<file path="src/design/dsn_pkg.sv">
// Types, constants and the arctangent table of the surface normal and slope core.
`timescale 1ns / 1ps
`default_nettype none
package dsn_pkg;

   localparam int MaxCols = 4096;
   localparam int ColW    = $clog2(MaxCols);
   localparam int CountW  = ColW + 1;
   localparam int RowW    = 16;
   localparam int ElevW   = 32;
   localparam int EntryW  = ElevW + 1;
   localparam int InvW    = 32;
   localparam int CsrIdxW = 2;

   localparam logic [CsrIdxW-1:0] CSR_COLUMN_COUNT = 2'd0;
   localparam logic [CsrIdxW-1:0] CSR_ROW_COUNT    = 2'd1;
   localparam logic [CsrIdxW-1:0] CSR_INV_TWO_DX   = 2'd2;
   localparam logic [CsrIdxW-1:0] CSR_INV_TWO_DY   = 2'd3;

   localparam int DivDendW = 46;
   localparam int DivSorW  = 32;
   localparam int DivQW    = 17;

   localparam int CordicSteps = 20;

   typedef struct packed {
      logic signed [ElevW-1:0] elevation;
      logic                    elevation_void;
      logic                    flush;
   } req_type;

   typedef struct packed {
      logic signed [15:0] normal_x;
      logic signed [15:0] normal_y;
      logic [14:0]        normal_z;
      logic [13:0]        slope_centideg;
      logic               cell_void;
      logic               last_of_frame;
   } rsp_type;

   typedef struct packed {
      logic                start;
      logic [DivDendW-1:0] dividend;
      logic [DivSorW-1:0]  divisor;
   } div_req_type;

   typedef struct packed {
      logic             done;
      logic [DivQW-1:0] quotient;
   } div_rsp_type;

   // atan(2^-i) in micro-degrees
   function automatic logic [26:0] atan_udeg(input logic [4:0] idx);
      logic [26:0] v;
      case (idx)
         5'd0:    v = 27'd45000000;
         5'd1:    v = 27'd26565051;
         5'd2:    v = 27'd14036243;
         5'd3:    v = 27'd7125016;
         5'd4:    v = 27'd3576334;
         5'd5:    v = 27'd1789911;
         5'd6:    v = 27'd895174;
         5'd7:    v = 27'd447614;
         5'd8:    v = 27'd223811;
         5'd9:    v = 27'd111906;
         5'd10:   v = 27'd55953;
         5'd11:   v = 27'd27976;
         5'd12:   v = 27'd13988;
         5'd13:   v = 27'd6994;
         5'd14:   v = 27'd3497;
         5'd15:   v = 27'd1749;
         5'd16:   v = 27'd874;
         5'd17:   v = 27'd437;
         5'd18:   v = 27'd219;
         5'd19:   v = 27'd109;
         default: v = 27'd0;
      endcase
      return v;
   endfunction

endpackage
`default_nettype wire

</file>
<file path="src/design/dsn_div.sv">
// Restoring divider, one quotient bit per cycle; quotient must fit DivQW bits.
`timescale 1ns / 1ps
`default_nettype none
module dsn_div (
   input  wire logic              clock,
   input  wire logic              reset,
   input  wire dsn_pkg::div_req_type div_req,
   output dsn_pkg::div_rsp_type   div_rsp
);

   logic                           busy_ff;
   logic                           done_ff;
   logic [4:0]                     cnt_ff;
   logic [dsn_pkg::DivSorW-1:0]    rem_ff;
   logic [dsn_pkg::DivSorW-1:0]    sor_ff;
   logic [dsn_pkg::DivQW-1:0]      quo_ff;
   logic [dsn_pkg::DivSorW:0]      trial;
   logic                           fits;

   assign trial = {rem_ff, quo_ff[dsn_pkg::DivQW-1]};
   assign fits  = trial >= {1'b0, sor_ff};

   always_ff @(posedge clock) begin
      if (reset) begin
         busy_ff <= 1'b0;
         done_ff <= 1'b0;
         cnt_ff  <= '0;
      end else begin
         done_ff <= !div_req.start && busy_ff && (cnt_ff == 5'(dsn_pkg::DivQW - 1));
         if (div_req.start) begin
            busy_ff <= 1'b1;
            cnt_ff  <= '0;
         end else if (busy_ff) begin
            cnt_ff <= cnt_ff + 5'd1;
            if (cnt_ff == 5'(dsn_pkg::DivQW - 1)) begin
               busy_ff <= 1'b0;
            end
         end
      end
   end

   always_ff @(posedge clock) begin
      if (div_req.start) begin
         // high part is already below the divisor for an in-range quotient
         rem_ff <= dsn_pkg::DivSorW'(div_req.dividend[dsn_pkg::DivDendW-1:dsn_pkg::DivQW]);
         quo_ff <= div_req.dividend[dsn_pkg::DivQW-1:0];
         sor_ff <= div_req.divisor;
      end else if (busy_ff) begin
         rem_ff <= fits ? dsn_pkg::DivSorW'(trial - {1'b0, sor_ff})
                        : trial[dsn_pkg::DivSorW-1:0];
         quo_ff <= {quo_ff[dsn_pkg::DivQW-2:0], fits};
      end
   end

   assign div_rsp.done     = done_ff;
   assign div_rsp.quotient = quo_ff;

endmodule
`default_nettype wire

</file>
<file path="config.mk">
export PLATFORM = sky130hd
export DESIGN_NAME = dsn_div
export DESIGN_NICKNAME = d
export VERILOG_FILES = /design/src/design/dsn_pkg.sv /design/src/design/dsn_div.sv
export SDC_FILE = /design/constraint.sdc
export NUM_CORES = 1
export LEC_CHECK = 0
export ABC_CLOCK_PERIOD_IN_PS = 4190
export BUFFER_PORTS_ARGS = -buffer_cell sky130_fd_sc_hd__buf_2
export CAP_MARGIN = 0
export CORE_MARGIN = 2
export CORE_UTILIZATION = 44
export DETAILED_ROUTE_END_ITERATION = 8
export GPL_TIMING_DRIVEN = 0
export PLACE_DENSITY = 0.73
export SYNTH_ARGS = -nofsm -noshare
export SYNTH_HDL_FRONTEND = slang
export SYNTH_SLANG_ARGS = --single-unit
</file>
<file path="constraint.sdc">
create_clock -name clock -period 4.19 [get_ports clock]
set_input_delay 0.2095 -clock clock [delete_from_list [all_inputs] [get_ports clock]]
set_output_delay 0.2095 -clock clock [all_outputs]
set_load 0.05 [all_outputs]
</file>
==> results.yml, run 1 <==
status:
  status: "completed"
clocking:
  clkSinkCount: 88
  ctsLongestPathBuffers: 2
  ctsResizeCount: 0
  clkLatencyLatePin_ns: 0.36
  h-tree-depth: 3
  root_buffer: "clkbuf_16"
  clk_pin_slew_ns: 0.07
  numCtsBuffers: 9
  tritoncts: "built"
  cts_setup_buffers: 0
  hold_buffers: 0
yosys:
  synth_edf_count: 78
  yosys.cell_count.top_type: "edfxtp_1"
  yosysTopAreaCell: "edfxtp_1"
  synth_seq_cells: 88
  synth_ff_type: "edfxtp_1"
  ys_seq_area_share_pct: 47.0
  netlist_area_mm2: 0.00541
  synthCells: 525
  ys.warnings.count: 0
  synth_nets: 641
  postSynthAreaPerCell_um2: 10.3
  synth.top_cell.area_share_pct: 43.3
  ys_async_sr_fraction_pct: 0
  synth_cell_types: 66
  ys_top_cells_by_count: "edfxtp_1 (78), nand2_1 (50), inv_1 (42)"
  synthTopCellsByArea: "edfxtp_1 (43%), ha_1 (7.9%), mux2_2 (3.7%)"
sta:
  max_slew_margin_pct: 40.5
  fin_crit_ns: 3.36
  max_freq_mhz: 298
  report.final.slew_viol_count: 0
  hold_slack_ns: 0.0212
  finalHoldViolCount: 0
  setup_viol: 0
  period_share_pct: 80.2
  skew_ns: 0.0124
  rsz0062_at_grt: "false"
  tightest_slew_ns: 0.893
  timing.final.ws_setup_ns: 0.830
routing:
  top_layer: "met4"
  via_per_inst: 5.67
  wl_met1_mm: 5.79
  wl_met3_mm: 1.02
  antenna_left: 0
  wire_per_inst_um: 17.1
  drt_first_pass_iters: 5
  routed_wl_mm: 13.4
  met2_length_mm: 6.25
  dr.first_iter.drc_count: 315
  vias: 4462
  drc: 0
hold_path:
  hp-class: "primary input to flip-flop"
grt:
  gr-total-overflow: 0
  grt_pass1_vias: 4609
  grt_util_all_layers_pct: 21.5
  antenna_found_initial: 0
  grt_max_degree: 38
  grt_pass1_wl_mm: 21.8
power:
  p_switching_mw: 1.08
  seqPwrFrac_pct: 36.4
  clkPwrFrac_pct: 28.1
  swShare_pct: 34.3
  p_int_mw: 2.07
  worst_ir_drop_vdd_mv: 0.279
  leakage_nw: 2.74
  total_power_mw: 3.15
  p_per_area_mw_per_mm2: 490
  pwr-share-comb_pct: 35.5
flow_run:
  max_cap_violations: 0
cells_and_area:
  diodes: 0
  layout.nets: 751
  drive_gt1_share_pct: 23.6
  area_growth_pct: 18.9
  fillers: 1118
worst_setup_path:
  cpMostUsedCell: "buf_2"
  critPathSlowestCell: "edfxtp_1"
  path_class: "flip-flop to flip-flop"
  start_kind: "flip-flop"
  rrSetupSlack_ns: 0.83
  crit_path_end_kind: "flip-flop"
  worstPathRequired_ns: 4.39
  cp_cell_sequence: "ha_1 > a211oi_1 > nor2_1 > o41ai_2 > a31o_1 > a31oi_4 > nor2_2 > buf_2 > buf_2 > a21oi_1 > a2bb2oi_1"
  cp.arrival_ns: 3.56
  slowest_delay_ns: 0.41
  cp_max_fo: 10
die:
  io_pins: 99
  rows: 40
  die_y_um: 115
  die_area_mm2: 0.0132
  start_util_pct: 45.0
  fp.dieW_um: 115
  core_mm2: 0.0120
placed_design:
  dpl_worst_slack_ns: 0.778
  dp_hpwl_mm: 9.90
  gp_congestion: 0.887
  portBuffers: 98
-- cell families after synthesis --
logic type	after synthesis	share of synthesized area (%)
AOI/OAI and AO/OA	147	18.7
xor gates and xnor gates	23	3.73
adders and majority gates	35	8.24
buffers and inverters	61	4.51
DFF	88	47.0
muxes	22	4.51
and+or+nand+nor	149	13.3
-- layout make-up --
type                       count  area, um2  area share [%]
buffer                        18       82.6            1.29
multi-input combinational    376       2620            40.8
inverter                      43        161            2.51
sequential                    88       2540            39.6
clock inverter                 5       80.1            1.25
tap                          147        184            2.86
clock buffer                  11        243            3.78
timing repair buffer          99        510            7.94
-- flip-flops by register name, summed over array words and instances, names as in the netlist --
name,flops
done_ff,1
busy_ff,1
rem_ff,32
quo_ff,17
cnt_ff,5
sor_ff,32
-- layer usage --
| metal | track usage [%] | vias up |
|---|---|---|
| met4 | 9.56 | 0 |
| met3 | 6.27 | 28 |
| met1 | 25.9 | 2095 |
| li1 | - | 2183 |
| met5 | 0 | - |
| met2 | 35.7 | 156 |
-- path summary, 6_finish.rpt --
path | endpoint | from | cells past startpoint
setup / recovery | rem_ff[24] | rem_ff[7] | 11
hold / removal | sor_ff[8] | div_req[8] | 1
setup reg to reg | rem_ff[24] | rem_ff[7] | 11
hold reg to reg | rem_ff[29] | rem_ff[29] | 2
-- stage by stage --
stage	area (um2)	cells	utilization, %	setup TNS (ns)
2_1_floorplan	5410	525	-	0
3_3_place_gp	6080	770	50.6	-3.75
3_5_place_dp	6100	771	50.8	0
4_1_cts	6430	787	53.5	0
5_1_grt	6430	787	53.5	0
6_report	6430	787	53.5	0
-- layout by cell type, fill, tap and decap left out, drive strengths merged, types with 3 or more instances in the layout --
cell,synthesis,final
nand4,6,6
o211ai,4,4
nor2,40,40
clkbuf,8,19
a21oi,34,34
a21o,14,14
and3,6,6
xor2,8,8
buf,10,109
dfxtp,10,10
or2,3,3
o21a,4,4
mux2,19,19
nand3,8,8
and2,3,3
nor3,8,8
o21bai,5,5
nor2b,3,3
mux2i,3,3
a31oi,17,17
o21ai,31,31
edfxtp,78,78
or3,8,8
inv,42,43
a211oi,7,7
a2bb2oi,8,8
nand2,50,50
xnor2,15,15
and4,4,4
ha,34,34
-- power by group through the flow --
| stage | Sequential (mW) | Combinational (mW) | Clock (mW) |
|---|---|---|---|
| floorplan | 1.21 | 0.771 | 0 |
| detailed placement | 1.16 | 1.10 | 0 |
| global placement | 1.16 | 1.08 | 0 |
| finish | 1.15 | 1.12 | 0.884 |
| CTS | 1.15 | 1.11 | 0.902 |
| global route | 1.16 | 1.23 | 0.937 |
-- critical path, delay by kind of cell, from the launching register on --
family | cells | cell delay, ns
buffers and inverters | 2 | 0.62
AO/OA/AOI/OAI | 6 | 1.35
flip-flops | 1 | 0.41
adder cells (fa/ha/maj) | 1 | 0.40
AND/OR/NAND/NOR | 2 | 0.42
(Power assumes the default switching activity.)
==> inputs of run 2 (changes only) <==
- ABC_AREA: not set -> 1
- ABC_CLOCK_PERIOD_IN_PS: 4190 -> 3060
- PLACE_DENSITY: 0.73 -> 0.75
- clock period: 4.19 -> 3.06 ns (I/O delays scaled with it)
==> run 2 against run 1 <==
Compared with the run above:
- via count increased by 31%
- critical path depth up 3
- core utilization up 1.3 points
- largest power group is now combinational logic
- cell count increased by 53%
- first-iteration DRC count grew 1.6%
- worst setup slack worse by 0.28 ns
- area after synthesis increased by 22%
- wire length grew 27%
- sequential power grew 37%
- non-clock buffer count rose by 36
- synthesized cell count is 66% higher
- clock-buffer cell count down 2
==> results.yml, run 2 <==
routing:
  dr.first_iter.drc_count: 320
  wire_per_inst_um: 14.1
  routed_wl_mm: 17.0
  drc: 0
  vias: 5823
  drt_first_pass_iters: 5
  via_per_inst: 4.84
  antenna_left: 0
yosys:
  synth_ff_type: "edfxtp_1"
  synthTopCellsByArea: "edfxtp_1 (36%), nand2_1 (18%), inv_1 (7.8%)"
  yosys.cell_count.top_type: "nand2_1"
  synth_cell_types: 41
  synth_edf_count: 78
  synthCells: 871
  ys.warnings.count: 0
  synth_seq_cells: 88
  netlist_area_mm2: 0.00660
  ys_async_sr_fraction_pct: 0
  ys_top_cells_by_count: "nand2_1 (311), inv_1 (137), edfxtp_1 (78)"
  synth.top_cell.area_share_pct: 35.5
  synth_nets: 987
  postSynthAreaPerCell_um2: 7.57
  ys_seq_area_share_pct: 38.5
  yosysTopAreaCell: "edfxtp_1"
worst_setup_path:
  crit_path_end_kind: "flip-flop"
  cp_max_fo: 4
  start_kind: "flip-flop"
  rr_startpoint: "quo_ff[16]"
  rr_worst_depth: 14
  cp.arrival_ns: 2.63
  endpoint: "rem_ff[28]"
  rrSetupSlack_ns: 0.55
  reg2reg_to: "rem_ff[28]"
  setup.worst_path.start: "quo_ff[16]"
  path_class: "flip-flop to flip-flop"
  worstPathRequired_ns: 3.18
die:
  rows: 44
  die_area_mm2: 0.0160
  core_mm2: 0.0146
  io_pins: 99
  die_y_um: 126
  fp.dieW_um: 126
  start_util_pct: 45.2
power:
  p_per_area_mw_per_mm2: 628
  leakage_nw: 4.12
  worst_ir_drop_vdd_mv: 0.328
  total_power_mw: 5.02
clocking:
  clkSinkCount: 88
  root_buffer: "clkbuf_16"
  numCtsBuffers: 9
  h-tree-depth: 3
  clk_pin_slew_ns: 0.08
  cts_setup_buffers: 0
  clkLatencyLatePin_ns: 0.37
  tritoncts: "built"
  ctsLongestPathBuffers: 2
hold_path:
  hp-class: "primary input to flip-flop"
  hold_path_depth: 3
sta:
  max_freq_mhz: 399
  fin_crit_ns: 2.51
  report.final.slew_viol_count: 0
  max_slew_margin_pct: 39.2
  period_share_pct: 81.9
  skew_ns: 0.0132
  tightest_slew_ns: 0.912
  rsz0062_at_grt: "false"
  setup-tns-final_ns: 0
  finalHoldViolCount: 0
  setup_viol: 0
grt:
  antenna_found_initial: 0
  gr-total-overflow: 0
  grt_pass1_vias: 5748
  grt_util_all_layers_pct: 21.8
  grt_max_degree: 38
  grt_pass1_wl_mm: 27.6
cells_and_area:
  drive_gt1_share_pct: 20.9
  layout_commonest_cell: "nand2_1"
  layout.nets: 1130
  layout_common_cells: "nand2_1 (311), inv_1 (136), buf_2 (103)"
  area_growth_pct: 21.1
  top_regs: "rem_ff: 32 flops, sor_ff: 32 flops, quo_ff: 17 flops"
  diodes: 0
placed_design:
  portBuffers: 98
  gp_congestion: 0.917
  dp_hpwl_mm: 13.0
status:
  status: "completed"
flow_run:
  max_cap_violations: 0
run 2: where the power goes:
group          total [mW]  switching (mW)  internal [mW]
logic                2.24            1.41          0.826
registers            1.57          0.0737           1.50
clock network        1.22           0.554          0.661
run 2: kinds of logic (layout without fill, tap and decap cells):
family	after synthesis	count (layout)	synth area share (%)
adder cells (fa/ha/maj)	35	35	6.75
buffers and inverters	163	311	10.7
AO/OA/AOI/OAI	42	42	3.83
AND/OR/NAND/NOR	526	526	37.9
flip-flops	88	88	38.5
XOR/XNOR	17	17	2.26
run 2: critical path, stage by stage, from the launching register on:
cell      delay [ns]
edfxtp_1        0.39
inv_1           0.09
ha_1            0.14
inv_1           0.08
fa_1            0.45
nand3_1         0.11
nand3_1         0.16
nand3_1         0.12
nand3_1         0.19
nand2_1         0.20
nand3b_1        0.09
nand2_1         0.09
nand2_2         0.05
nand3_2         0.05
nand2_1         0.04
run 2: how the worst min path moves through the flow:
stage                 end         from  slack, ns
2_1_floorplan     done_ff        reset       0.23
3_3_place_gp   sor_ff[21]  div_req[21]       0.33
3_5_place_dp   sor_ff[13]  div_req[13]       0.33
4_1_cts         quo_ff[3]  div_req[35]       0.04
5_1_grt         quo_ff[4]  div_req[36]       0.06
6_report        quo_ff[3]  div_req[35]       0.05
run 2: area by class of cell:
class / count / area [um2]
Fill cell: 1435 / 6600
Multi-Input combinational cell: 620 / 3350
Sequential cell: 88 / 2540
Timing Repair Buffer: 132 / 841
Inverter: 142 / 533
Tap cell: 184 / 230
Clock buffer: 9 / 225
Buffer: 21 / 171
Clock inverter: 7 / 95.1
run 2: timing repair:
item	in CTS	in global routing
hold buffers	33	0
hold endpoints to repair	33	0
resized for setup	0	0
run 2: per-layer routing:
metal | vias to the layer above | GRT usage, % | share of wire [%]
met5 | - | 0 | 0
met4 | 0 | 7.63 | 2.6
met3 | 32 | 5.31 | 5.1
met2 | 131 | 35.1 | 45
met1 | 2600 | 28.7 | 47
li1 | 3060 | - | -
run 2: per-stage QoR:
stage / cells / utilization (%) / setup slack, ns / instance area [um2] / hold slack [ns]
global route: 1203 / 54.8 / 0.316 / 7990 / 0.0585
floorplan: 871 / - / 0.616 / 6600 / 0.230
finish: 1203 / 54.8 / 0.553 / 7990 / 0.0519
detailed placement: 1154 / 50.3 / 0.570 / 7340 / 0.331
global placement: 1153 / 50.2 / 0.0758 / 7320 / 0.330
CTS: 1203 / 54.8 / 0.544 / 7990 / 0.0428
